===== src/hdl/sha512_pkg.sv =====
// SHA-512 hasher package: queue entry type, round constants and initial chaining values.
// No dependencies; imported by every module of the hasher.
`timescale 1ns / 1ps

package sha512_pkg;

    localparam int QUEUE_DEPTH_DEF = 16;
    localparam int ROUND_LAST      = 79;
    localparam logic [6:0] LEN_POS = 7'd112;
    localparam logic [7:0] PAD_MARK_BYTE = 8'h80;

    typedef struct packed {
        logic [63:0] word;
        logic        final_blk;
    } sha512_word_t;

    function automatic logic [63:0] round_k(input logic [6:0] t);
        logic [63:0] k;
        unique case (t)
            7'd0:  k = 64'h428A2F98D728AE22;
            7'd1:  k = 64'h7137449123EF65CD;
            7'd2:  k = 64'hB5C0FBCFEC4D3B2F;
            7'd3:  k = 64'hE9B5DBA58189DBBC;
            7'd4:  k = 64'h3956C25BF348B538;
            7'd5:  k = 64'h59F111F1B605D019;
            7'd6:  k = 64'h923F82A4AF194F9B;
            7'd7:  k = 64'hAB1C5ED5DA6D8118;
            7'd8:  k = 64'hD807AA98A3030242;
            7'd9:  k = 64'h12835B0145706FBE;
            7'd10: k = 64'h243185BE4EE4B28C;
            7'd11: k = 64'h550C7DC3D5FFB4E2;
            7'd12: k = 64'h72BE5D74F27B896F;
            7'd13: k = 64'h80DEB1FE3B1696B1;
            7'd14: k = 64'h9BDC06A725C71235;
            7'd15: k = 64'hC19BF174CF692694;
            7'd16: k = 64'hE49B69C19EF14AD2;
            7'd17: k = 64'hEFBE4786384F25E3;
            7'd18: k = 64'h0FC19DC68B8CD5B5;
            7'd19: k = 64'h240CA1CC77AC9C65;
            7'd20: k = 64'h2DE92C6F592B0275;
            7'd21: k = 64'h4A7484AA6EA6E483;
            7'd22: k = 64'h5CB0A9DCBD41FBD4;
            7'd23: k = 64'h76F988DA831153B5;
            7'd24: k = 64'h983E5152EE66DFAB;
            7'd25: k = 64'hA831C66D2DB43210;
            7'd26: k = 64'hB00327C898FB213F;
            7'd27: k = 64'hBF597FC7BEEF0EE4;
            7'd28: k = 64'hC6E00BF33DA88FC2;
            7'd29: k = 64'hD5A79147930AA725;
            7'd30: k = 64'h06CA6351E003826F;
            7'd31: k = 64'h142929670A0E6E70;
            7'd32: k = 64'h27B70A8546D22FFC;
            7'd33: k = 64'h2E1B21385C26C926;
            7'd34: k = 64'h4D2C6DFC5AC42AED;
            7'd35: k = 64'h53380D139D95B3DF;
            7'd36: k = 64'h650A73548BAF63DE;
            7'd37: k = 64'h766A0ABB3C77B2A8;
            7'd38: k = 64'h81C2C92E47EDAEE6;
            7'd39: k = 64'h92722C851482353B;
            7'd40: k = 64'hA2BFE8A14CF10364;
            7'd41: k = 64'hA81A664BBC423001;
            7'd42: k = 64'hC24B8B70D0F89791;
            7'd43: k = 64'hC76C51A30654BE30;
            7'd44: k = 64'hD192E819D6EF5218;
            7'd45: k = 64'hD69906245565A910;
            7'd46: k = 64'hF40E35855771202A;
            7'd47: k = 64'h106AA07032BBD1B8;
            7'd48: k = 64'h19A4C116B8D2D0C8;
            7'd49: k = 64'h1E376C085141AB53;
            7'd50: k = 64'h2748774CDF8EEB99;
            7'd51: k = 64'h34B0BCB5E19B48A8;
            7'd52: k = 64'h391C0CB3C5C95A63;
            7'd53: k = 64'h4ED8AA4AE3418ACB;
            7'd54: k = 64'h5B9CCA4F7763E373;
            7'd55: k = 64'h682E6FF3D6B2B8A3;
            7'd56: k = 64'h748F82EE5DEFB2FC;
            7'd57: k = 64'h78A5636F43172F60;
            7'd58: k = 64'h84C87814A1F0AB72;
            7'd59: k = 64'h8CC702081A6439EC;
            7'd60: k = 64'h90BEFFFA23631E28;
            7'd61: k = 64'hA4506CEBDE82BDE9;
            7'd62: k = 64'hBEF9A3F7B2C67915;
            7'd63: k = 64'hC67178F2E372532B;
            7'd64: k = 64'hCA273ECEEA26619C;
            7'd65: k = 64'hD186B8C721C0C207;
            7'd66: k = 64'hEADA7DD6CDE0EB1E;
            7'd67: k = 64'hF57D4F7FEE6ED178;
            7'd68: k = 64'h06F067AA72176FBA;
            7'd69: k = 64'h0A637DC5A2C898A6;
            7'd70: k = 64'h113F9804BEF90DAE;
            7'd71: k = 64'h1B710B35131C471B;
            7'd72: k = 64'h28DB77F523047D84;
            7'd73: k = 64'h32CAAB7B40C72493;
            7'd74: k = 64'h3C9EBE0A15C9BEBC;
            7'd75: k = 64'h431D67C49C100D4C;
            7'd76: k = 64'h4CC5D4BECB3E42B6;
            7'd77: k = 64'h597F299CFC657E2A;
            7'd78: k = 64'h5FCB6FAB3AD6FAEC;
            7'd79: k = 64'h6C44198C4A475817;
            default: k = 64'h0;
        endcase
        return k;
    endfunction

    function automatic logic [63:0] init_chain(input logic [2:0] i);
        logic [63:0] h;
        unique case (i)
            3'd0: h = 64'h6A09E667F3BCC908;
            3'd1: h = 64'hBB67AE8584CAA73B;
            3'd2: h = 64'h3C6EF372FE94F82B;
            3'd3: h = 64'hA54FF53A5F1D36F1;
            3'd4: h = 64'h510E527FADE682D1;
            3'd5: h = 64'h9B05688C2B3E6C1F;
            3'd6: h = 64'h1F83D9ABFB41BD6B;
            default: h = 64'h5BE0CD19137E2179;
        endcase
        return h;
    endfunction

endpackage


===== src/hdl/sha512_front.sv =====
// SHA-512 front end: takes message bytes, packs them into 64-bit words and pads on finish.
// Depends on sha512_pkg; feeds sha512_queue.
`timescale 1ns / 1ps

module sha512_front (
    input  logic                     clk,
    input  logic                     rst_n,
    input  logic                     in_valid,
    output logic                     in_ready,
    input  logic                     operation,
    input  logic [7:0]               data_byte,
    output logic                     push,
    output sha512_pkg::sha512_word_t push_entry,
    input  logic                     q_full
);
    import sha512_pkg::*;

    typedef enum logic [1:0] {
        ST_ACCEPT,
        ST_PAD_MARK,
        ST_PAD_ZERO,
        ST_LEN
    } front_state_t;

    front_state_t state_reg;
    logic [6:0]   pos_reg;
    logic [63:0]  count_reg;
    logic [63:0]  bits_reg;
    logic [3:0]   len_idx_reg;
    logic [55:0]  pack_reg;
    logic         put;
    logic [7:0]   put_byte;

    assign in_ready = (state_reg == ST_ACCEPT) && !q_full;

    always_comb
    begin
        put      = 1'b0;
        put_byte = 8'h00;
        unique case (state_reg)
            ST_ACCEPT:
            begin
                put      = in_valid && in_ready && !operation;
                put_byte = data_byte;
            end
            ST_PAD_MARK:
            begin
                put      = !q_full;
                put_byte = PAD_MARK_BYTE;
            end
            ST_PAD_ZERO:
            begin
                put = !q_full && (pos_reg != LEN_POS);
            end
            ST_LEN:
            begin
                put      = !q_full;
                put_byte = len_idx_reg[3] ? bits_reg[63:56] : 8'h00;
            end
            default:
            begin
                put = 1'b0;
            end
        endcase
    end

    assign push                 = put && (pos_reg[2:0] == 3'd7);
    assign push_entry.word      = {pack_reg, put_byte};
    assign push_entry.final_blk = (state_reg == ST_LEN) && (len_idx_reg == 4'd15);

    always_ff @(posedge clk or negedge rst_n)
    begin
        if (!rst_n)
        begin
            state_reg   <= ST_ACCEPT;
            pos_reg     <= '0;
            count_reg   <= '0;
            len_idx_reg <= '0;
        end
        else
        begin
            if (put)
            begin
                pos_reg <= pos_reg + 7'd1;
            end
            unique case (state_reg)
                ST_ACCEPT:
                begin
                    if (in_valid && in_ready)
                    begin
                        if (operation)
                        begin
                            state_reg <= ST_PAD_MARK;
                        end
                        else
                        begin
                            count_reg <= count_reg + 64'd1;
                        end
                    end
                end
                ST_PAD_MARK:
                begin
                    if (put)
                    begin
                        state_reg <= ST_PAD_ZERO;
                    end
                end
                ST_PAD_ZERO:
                begin
                    if (pos_reg == LEN_POS)
                    begin
                        state_reg   <= ST_LEN;
                        len_idx_reg <= '0;
                    end
                end
                ST_LEN:
                begin
                    if (put)
                    begin
                        len_idx_reg <= len_idx_reg + 4'd1;
                        if (len_idx_reg == 4'd15)
                        begin
                            state_reg <= ST_ACCEPT;
                            count_reg <= '0;
                        end
                    end
                end
                default:
                begin
                    state_reg <= ST_ACCEPT;
                end
            endcase
        end
    end

    always_ff @(posedge clk)
    begin
        if (put)
        begin
            pack_reg <= {pack_reg[47:0], put_byte};
        end
        if (state_reg == ST_ACCEPT && in_valid && in_ready && operation)
        begin
            bits_reg <= {count_reg[60:0], 3'b000};
        end
        else if (state_reg == ST_LEN && put && len_idx_reg[3])
        begin
            bits_reg <= {bits_reg[55:0], 8'h00};
        end
    end

    assert property (@(posedge clk) disable iff (!rst_n)
        push |-> !q_full)
        else $error("word pushed into a full queue");

    assert property (@(posedge clk) disable iff (!rst_n)
        push_entry.final_blk && push |-> pos_reg == 7'd127)
        else $error("final word not at the end of a block");

    assert property (@(posedge clk) disable iff (!rst_n)
        (state_reg == ST_LEN) && put && (len_idx_reg == 4'd15) |=> pos_reg == 7'd0)
        else $error("padding did not end on a block boundary");

endmodule


===== config.mk =====
export PLATFORM = sky130hd
export DESIGN_NAME = sha512_front
export DESIGN_NICKNAME = d
export VERILOG_FILES = /design/src/hdl/sha512_pkg.sv /design/src/hdl/sha512_front.sv
export SDC_FILE = /design/constraint.sdc
export NUM_CORES = 1
export LEC_CHECK = 0
export BUFFER_PORTS_ARGS = -buffer_cell sky130_fd_sc_hd__buf_4
export CORE_UTILIZATION = 54
export DETAILED_ROUTE_END_ITERATION = 8
export PLACE_DENSITY = 0.75
export SLEW_MARGIN = 20
export SYNTH_ARGS = -nofsm -noshare
export SYNTH_HDL_FRONTEND = slang
export SYNTH_SLANG_ARGS = --single-unit

===== constraint.sdc =====
create_clock -name clk -period 3.9 [get_ports clk]
set_input_delay 0.78 -clock clk [delete_from_list [all_inputs] [get_ports clk]]
set_output_delay 0.78 -clock clk [all_outputs]
set_load 0.01 [all_outputs]

=== Word-level counts from Yosys, hierarchy flattened ===
Index checks and enable logic that the tools add are counted.

* Bits in registers: 194
* Input bits: 13
* Output and inout bits: 67
* Logic and storage cells: 64

* Add/sub/neg operators: 3
* Equality and inequality tests: 14
* Muxes and demuxes: 20
* Reductions and logical operators: 21

{| class="wikitable"
|+ Operators with widths
! cell !! number
|-
| $mux 64 || 6
|-
| $pmux 64 s2 || 1
|-
| $add 64x1->64 const B || 1
|-
| $pmux 8 s3 || 1
|-
| $mux 2 || 6
|-
| $logic_and 1x1->1 || 11
|-
| $ne 2x2->1 const B || 5
|-
| $mux 4 || 2
|-
| $mux 8 || 1
|-
| $pmux 2 s4 || 1
|-
| $pmux 4 s2 || 1
|-
| $add 7x1->7 const B || 1
|-
| $eq 7x7->1 const B || 1
|-
| $ne 7x7->1 const B || 1
|-
| $reduce_and 6->1 || 1
|-
| $reduce_bool 2->1 || 3
|-
| $reduce_and 5->1 || 1
|-
| $add 4x1->4 const B || 1
|-
| $eq 2x2->1 const B || 2
|-
| $eq 4x4->1 const B || 1
|-
| $ne 2x1->1 const B || 2
|-
| $eq 3x3->1 const B || 1
|-
| $pmux 1 s3 || 1
|-
| $reduce_and 3->1 || 1
|-
| other kinds (4) || 5
|}

=== Longest topological paths before layout ===
Gate-level depths: netlist of run 1.

* Depth in word-level cells: 9
* Gate-level depth with buffers: 10
* Gate-level depth less buffers: 8

=== Worst setup path after synthesis of run 1 ===
Ideal clock, no wire load.

* Path kind: input -> register
* Start point: input port operation
* End point: register bits_reg[10] (enable)
* Library setup time: 0.420 ns
* Arrival time: 3.524 ns
* Required time: 3.480 ns
* Path slack: -0.045 ns
* Stages: 6
* Path buffers: 0
* Cell sequence: nor3b_1 -> and3_1 -> nor2_4 -> inv_2 -> nand2_1 -> nand2_1

* Longest elaborated chain between the ends: 6
* Elaborated cells between the ends (all ways): 7

{| class="wikitable"
|+ Ends and longest elaborated chain
! element !! RTL line !! source
|-
| start, declared || sha512_front.sv:10 || <nowiki>input logic operation,</nowiki>
|-
| $logic_not 1->1 || sha512_front.sv:43 || <nowiki>put = in_valid && in_ready && !operation;</nowiki>
|-
| $logic_and 1x1->1 || sha512_front.sv:43 ||
|-
| $pmux 1 s3 || sha512_front.sv:40 || <nowiki>unique case (state_reg)</nowiki>
|-
| net put || sha512_front.sv:31 || <nowiki>logic put;</nowiki>
|-
| $logic_and 1x1->1 (2 in a row) || sha512_front.sv:146 || <nowiki>else if (state_reg == ST_LEN && put && len_idx_reg[3])</nowiki>
|-
| $reduce_bool 2->1 (no source line) || -- ||
|-
| end signal, assigned || sha512_front.sv:144 || <nowiki>bits_reg <= {count_reg[60:0], 3'b000};</nowiki>
|-
| end signal, assigned || sha512_front.sv:148 || <nowiki>bits_reg <= {bits_reg[55:0], 8'h00};</nowiki>
|-
| end, declared || sha512_front.sv:28 || <nowiki>logic [63:0] bits_reg;</nowiki>
|}

The timed path passes the listed nets, and every way through them passes these cells.
A chain may end at the register's enable or synchronous reset.

=== Worst setup path in the final report of run 1 ===
* Start point: register state_reg[0]
* End point: output port push

* Longest elaborated chain between the ends: 6
* Elaborated cells between the ends (all ways): 10

{| class="wikitable"
|+ Ends and longest elaborated chain
! element !! RTL line !! source
|-
| start, declared || sha512_front.sv:25 || <nowiki>front_state_t state_reg;</nowiki>
|-
| start signal, assigned || sha512_front.sv:75 || <nowiki>state_reg <= ST_ACCEPT;</nowiki>
|-
| start signal, assigned || sha512_front.sv:93 || <nowiki>state_reg <= ST_PAD_MARK;</nowiki>
|-
| start signal, assigned || sha512_front.sv:105 || <nowiki>state_reg <= ST_PAD_ZERO;</nowiki>
|-
| $logic_not 2->1 || sha512_front.sv:34, sha512_front.sv:40 ||
|-
| $logic_and 1x1->1 || sha512_front.sv:34 || <nowiki>assign in_ready = (state_reg == ST_ACCEPT) && !q_full;</nowiki>
|-
| $logic_and 1x1->1 (2 in a row) || sha512_front.sv:43 ||
|-
| $pmux 1 s3 (*) || sha512_front.sv:40 ||
|-
| net put || sha512_front.sv:31 ||
|-
| $logic_and 1x1->1 (*) || sha512_front.sv:67 || <nowiki>assign push = put && (pos_reg[2:0] == 3'd7);</nowiki>
|-
| end, declared || sha512_front.sv:12 || <nowiki>output logic push,</nowiki>
|}

The timed path passes the listed nets; every way through them passes the cells marked *.

==> key figures, run 1 <==
Pwr
  – Psw: 2040 uW
  – Comb pwr share: 24.9%
  – Leakage power total: 0.00408 uW
  – P per Cell Area: 594 nW/um2
  – VDD IR-drop max: 0.491 mV
  – Pint: 4130 uW
  – Clock share of power: 28.4%
  – Net Sw Frac: 33.0%
  – Flop pwr share: 46.7%

Clock network
  – Htree depth: 4
  – CTS max path bufs: 2
  – CTS Buf Count: 17
  – Clock root buffer: clkbuf_16
  – Clock Latency Late Sink: 0.44 ns
  – Resize count post-CTS: 0
  – TritonCTS clock tree: yes
  – Setup Buffers After CTS: 0
  – Hold_buf cts: 0
  – Worst-path clk slew: 0.08 ns
  – Clock sink count: 191

Critical path
  – CP Data Required Time: 3.12 ns
  – Crit Path Max Fanout: 14
  – Worst path top cell family by delay: simple AND/OR/NAND/NOR gates
  – Crit start category: flop
  – CP bufs+invs: 3
  – Crit-path max cell delay: 0.46 ns
  – CP max stage cell: or3_1
  – Critical path type: flop to output port
  – CP endpoint kind: output port
  – Worst-path cell chain: inv_1 > ha_1 > or3_1 > o211a_1 > nor2_4 > inv_2 > and2_1 > buf_4
  – CP arrival: 2.62 ns

Timing
  – Slew Limit Headroom: 33.1%
  – Max Fclk: 294 MHz
  – Clock Skew: 0.0121 ns
  – Fin crit share: 87.1%
  – Final hold violations: 0
  – Final setup vio count: 0
  – RSZ-0062 raised after global routing: false
  – Final Hold Slack: 0.453 ns
  – Setup TNS: 0 ns
  – Worst slew pin tran: 1.00 ns
  – Setup WS post-layout: 0.503 ns
  – Fin. max-slew vios: 0
  – Clock period minus worst slack: 3.40 ns

Yosys
  – YS warnings: 0
  – Register bit count reported by yosys: 191
  – Synth Cell Area: 8960 um2
  – Post-synthesis sequential area ratio: 59.9%
  – Syn_nets: 858
  – Syn_area_per_cell: 10.7 um2
  – Mapped Cells: 835
  – Synth cell types: 68
  – Async set-reset flop share out of synthesis: 38.7%
  – EDFF count, synth: 117
  – Predominant post-synthesis flop cell: edfxtp_1

Floorplanning
  – Initial Util: 55.8%
  – Core area: 16,100 um2
  – Top-Level Pins: 80
  – Die H: 131 um
  – Die area: 17,100 um2
  – Die width: 131 um
  – Row Count: 46

Layout
  – Commonest non-fill, non-tap cell in the layout: nand2_1
  – Nets: 930
  – Layout cell share with drive strength beyond 1: 15.2%
  – Fin util: 64.6%
  – Most frequent cells in the layout: nand2_1, edfxtp_1, buf_4, dfrtp_1, nor2_1
  – Syn-to-layout area delta: 15.8%
  – N_diodes: 0
  – Non-filler cells in the finished layout: 1,136

Route
  – First-pass iteration count of the detailed router: 5
  – Via count: 6,977
  – DRC: 0
  – Wirelength per Cell: 19.2 um
  – Final ANT Viol Nets: 0
  – Routed Wire Length: 21,800 um
  – Vias per cell: 6.14
  – Initial DRC Count: 773

Global routing
  – Largest net degree at the start of global routing: 75
  – First-pass GRT wire length: 35,200 um
  – Vias in the first global route: 6,561
  – Total track usage: 27.2%
  – Initial antenna violation count: 0
  – Overflow after GRT: 0

Outcome
  – Status: finished clean

Placement
  – Pre-CTS setup slack: 0.783 ns
  – Port bufs: 79
  – Placed Cells: 1,104
  – GPL Wtd Cong: 0.949
  – Dpl hpwl: 15,000 um

Flow run
  – Reported max-cap violation count: 0

Hold path
  – Hold Path Class: flop to flop
-- cell usage after synthesis (all sizes together) (13+ instances only) --
| cell | instances | area share, % |
|---|---|---|
| inv | 15 | 0.63 |
| o31ai | 22 | 1.8 |
| nor4 | 13 | 1.3 |
| nand4 | 41 | 2.9 |
| and3 | 13 | 0.91 |
| nand2 | 190 | 8.1 |
| or3 | 13 | 0.91 |
| edfxtp | 117 | 39 |
| a21oi | 39 | 2.2 |
| nand3 | 42 | 2.5 |
| dfrtp | 74 | 21 |
| o21ai | 27 | 1.5 |
| nor2 | 49 | 2.2 |
| or4 | 25 | 2.1 |
| clkbuf | 23 | 0.98 |
-- per-stage QoR --
stage / total power, uW / instance area, um2
final: 6170 / 10400
after global routing: 6450 / 10400
after CTS: 6180 / 10400
after detailed placement: 4450 / 9780
after global placement: 4390 / 9780
after floorplan: 3730 / 8970
-- metal layers --
metal  part of all wire, %  routed length, um  track usage [%]
met1                    44               9680             38.1
met2                    47              10200             42.5
met3                   7.1               1560             5.62
met4                   1.8                386             8.79
met5                     0                  0                0
-- layout make-up --
cell class	instances	area, um2
clock buffers	18	429
inverters	16	60.1
fillers	1249	5680
multi-input cells	593	3400
well taps	216	270
repair buffers	88	686
clock inverters	14	169
flip-flops and latches	191	5370
-- path summary, 6_finish.rpt --
path / startpoint / end / slack [ns] / cells past startpoint
max in group asynchronous: rst_n / pos_reg[1] / 2.72 / 1
min: pack_reg[1] / pack_reg[9] / 0.45 / 0
min reg2reg: pack_reg[1] / pack_reg[9] / 0.45 / 0
max: state_reg[0] / push / 0.50 / 8
min in group asynchronous: rst_n / count_reg[13] / 0.48 / 1
max reg2reg: state_reg[0] / count_reg[54] / 0.68 / 8
-- power by group through the flow --
stage / clock network (uW) / logic (uW) / registers [uW]
5_1_grt: 1830 / 1690 / 2930
2_1_floorplan: 0 / 770 / 2960
3_3_place_gp: 0 / 1500 / 2900
3_5_place_dp: 0 / 1520 / 2920
4_1_cts: 1770 / 1530 / 2880
6_report: 1750 / 1540 / 2880
-- cell families after synthesis --
group | share of synthesized area, %
AND/OR/NAND/NOR | 24.8
flip-flops | 59.9
XOR/XNOR | 1.95
multiplexers | 0.698
adder cells (fa/ha/maj) | 1.40
buffers and inverters | 2.50
AO/OA/AOI/OAI | 8.82
-- worst reg2reg max path: cells and delay by family (launching register included) --
kind	cells	cell delay, ns
adder cells (fa/ha/maj)	1	0.62
AO/OA/AOI/OAI	2	0.72
flip-flops	1	0.41
AND/OR/NAND/NOR	2	0.66
buffers and inverters	3	0.74
No activity file was read; power rests on OpenSTA's default activity.
==> run 2: changes to the inputs <==
--- a/config.mk
+++ b/config.mk
@@ -8,7 +8,7 @@
 export BUFFER_PORTS_ARGS = -buffer_cell sky130_fd_sc_hd__buf_4
 export CORE_UTILIZATION = 54
 export DETAILED_ROUTE_END_ITERATION = 8
-export PLACE_DENSITY = 0.75
+export PLACE_DENSITY = 0.76
 export SLEW_MARGIN = 20
 export SYNTH_ARGS = -nofsm -noshare
 export SYNTH_HDL_FRONTEND = slang
==> key figures, run 2 (synthesis gave the netlist of run 1 again) <==
Outcome
  – Status: finished clean

Layout
  – Most frequent cells in the layout: nand2_1, edfxtp_1, buf_4, dfrtp_1, nor2_1
  – Commonest non-fill, non-tap cell in the layout: nand2_1
  – Syn-to-layout area delta: 15.8%
  – Multi-input gate area: 3400 um2
  – # fillers: 1,252
  – N_diodes: 0
  – Layout cell share with drive strength beyond 1: 15.3%
  – Nets: 930
  – Register area: 5370 um2

Critical path
  – Endpoint of the worst register-to-register path: count_reg[45]
  – R2R setup slack: 0.76 ns
  – Crit Path Max Fanout: 14
  – CP arrival: 2.57 ns
  – R2R depth: 6
  – Setup crit end: push
  – Critical path type: flop to output port
  – Worst Setup SP: state_reg[0]
  – Crit start category: flop
  – Reg2reg start: state_reg[1]
  – CP endpoint kind: output port
  – CP Data Required Time: 3.12 ns

Route
  – Vias per cell: 6.11
  – DRC: 0
  – Final ANT Viol Nets: 0
  – Routed Wire Length: 21,600 um
  – Wirelength per Cell: 19.0 um
  – First-pass iteration count of the detailed router: 5
  – Initial DRC Count: 667
  – Via count: 6,941

Global routing
  – Total track usage: 26.5%
  – First-pass GRT wire length: 34,200 um
  – Initial antenna violation count: 0
  – Overflow after GRT: 0
  – Vias in the first global route: 6,399
  – Largest net degree at the start of global routing: 75

Clock network
  – Clock Latency Late Sink: 0.44 ns
  – Htree depth: 4
  – Worst-path clk slew: 0.08 ns
  – CTS max path bufs: 2
  – Setup Buffers After CTS: 0
  – Hold_buf cts: 0
  – Clock sink count: 191
  – Clock root buffer: clkbuf_16
  – CTS Buf Count: 17
  – TritonCTS clock tree: yes
  – Resize count post-CTS: 0

Timing
  – Worst slew pin tran: 1.01 ns
  – Max Fclk: 299 MHz
  – Final setup vio count: 0
  – RSZ-0062 raised after global routing: false
  – Final Hold Slack: 0.453 ns
  – Final hold violations: 0
  – Fin. max-slew vios: 0
  – Slew Limit Headroom: 32.9%
  – Fin crit share: 85.8%
  – Setup TNS: 0 ns
  – Clock period minus worst slack: 3.35 ns
  – Clock Skew: 0.0138 ns

Floorplanning
  – Die area: 17,100 um2
  – Die H: 131 um
  – Core area: 16,100 um2
  – Initial Util: 55.8%
  – Row Count: 46
  – Top-Level Pins: 80
  – Die width: 131 um

Placement
  – Dpl hpwl: 14,700 um
  – GPL Wtd Cong: 0.927
  – Port bufs: 79

Flow run
  – Reported max-cap violation count: 0

Pwr
  – VDD IR-drop max: 0.519 mV
  – P per Cell Area: 596 nW/um2
  – Leakage power total: 0.00409 uW

Hold path
  – Hold Crit Depth: 0
  – Hold Path Class: flop to flop
==> run 2: stage by stage <==
step	setup slack, ns	std cells	total power [uW]	utilization [%]	cell area (um2)
floorplan	0.492	835	3730	-	8970
global placement	0.992	1104	4400	60.8	9770
detailed placement	0.886	1104	4450	60.8	9770
CTS	0.526	1136	6220	64.7	10400
global route	0.386	1136	6490	64.7	10400
finish	0.553	1136	6190	64.7	10400
==> run 2: worst min-delay path by stage <==
stage,startpoint,endpoint,slack (ns)
2_1_floorplan,pos_reg[6],pos_reg[6],0.46
3_5_place_dp,pack_reg[36],pack_reg[44],0.44
6_report,pack_reg[36],pack_reg[44],0.45
3_3_place_gp,pack_reg[4],pack_reg[12],0.43
4_1_cts,pack_reg[36],pack_reg[44],0.45
5_1_grt,pack_reg[21],pack_reg[29],0.46
==> run 2: layer usage <==
layer / wire length [um] / vias up / part of all wire, % / global-route usage [%]
li1: - / 3239 / - / -
met1: 9580 / 3356 / 44 / 37.2
met2: 10000 / 304 / 46 / 41.5
met3: 1550 / 42 / 7.2 / 5.42
met4: 425 / 0 / 2.0 / 8.32
met5: 0 / - / 0 / 0
==> run 2: final cells by class <==
class | count | area share (%)
tap | 216 | 2.60
clock buffer | 17 | 4.10
inverter | 16 | 0.578
timing repair buffer | 88 | 6.48
multi-input combinational | 593 | 32.8
sequential | 191 | 51.7
clock inverter | 15 | 1.82
==> run 2: critical path: stages (launching register included) <==
cell and delay, ns:
dfrtp_1 0.38, inv_1 0.10, ha_1 0.40, or3_1 0.45
o211a_1 0.22, nor2_4 0.21, inv_2 0.08, and2_1 0.15
buf_4 0.13
==> run 2: power by group <==
part	total, uW	switching [uW]	leakage, uW	internal [uW]
combinational	1540	961	0.00176	575
sequential	2870	231	0.00203	2640
clock	1780	849	0.000302	929
total	6190	2040	0.00409	4150
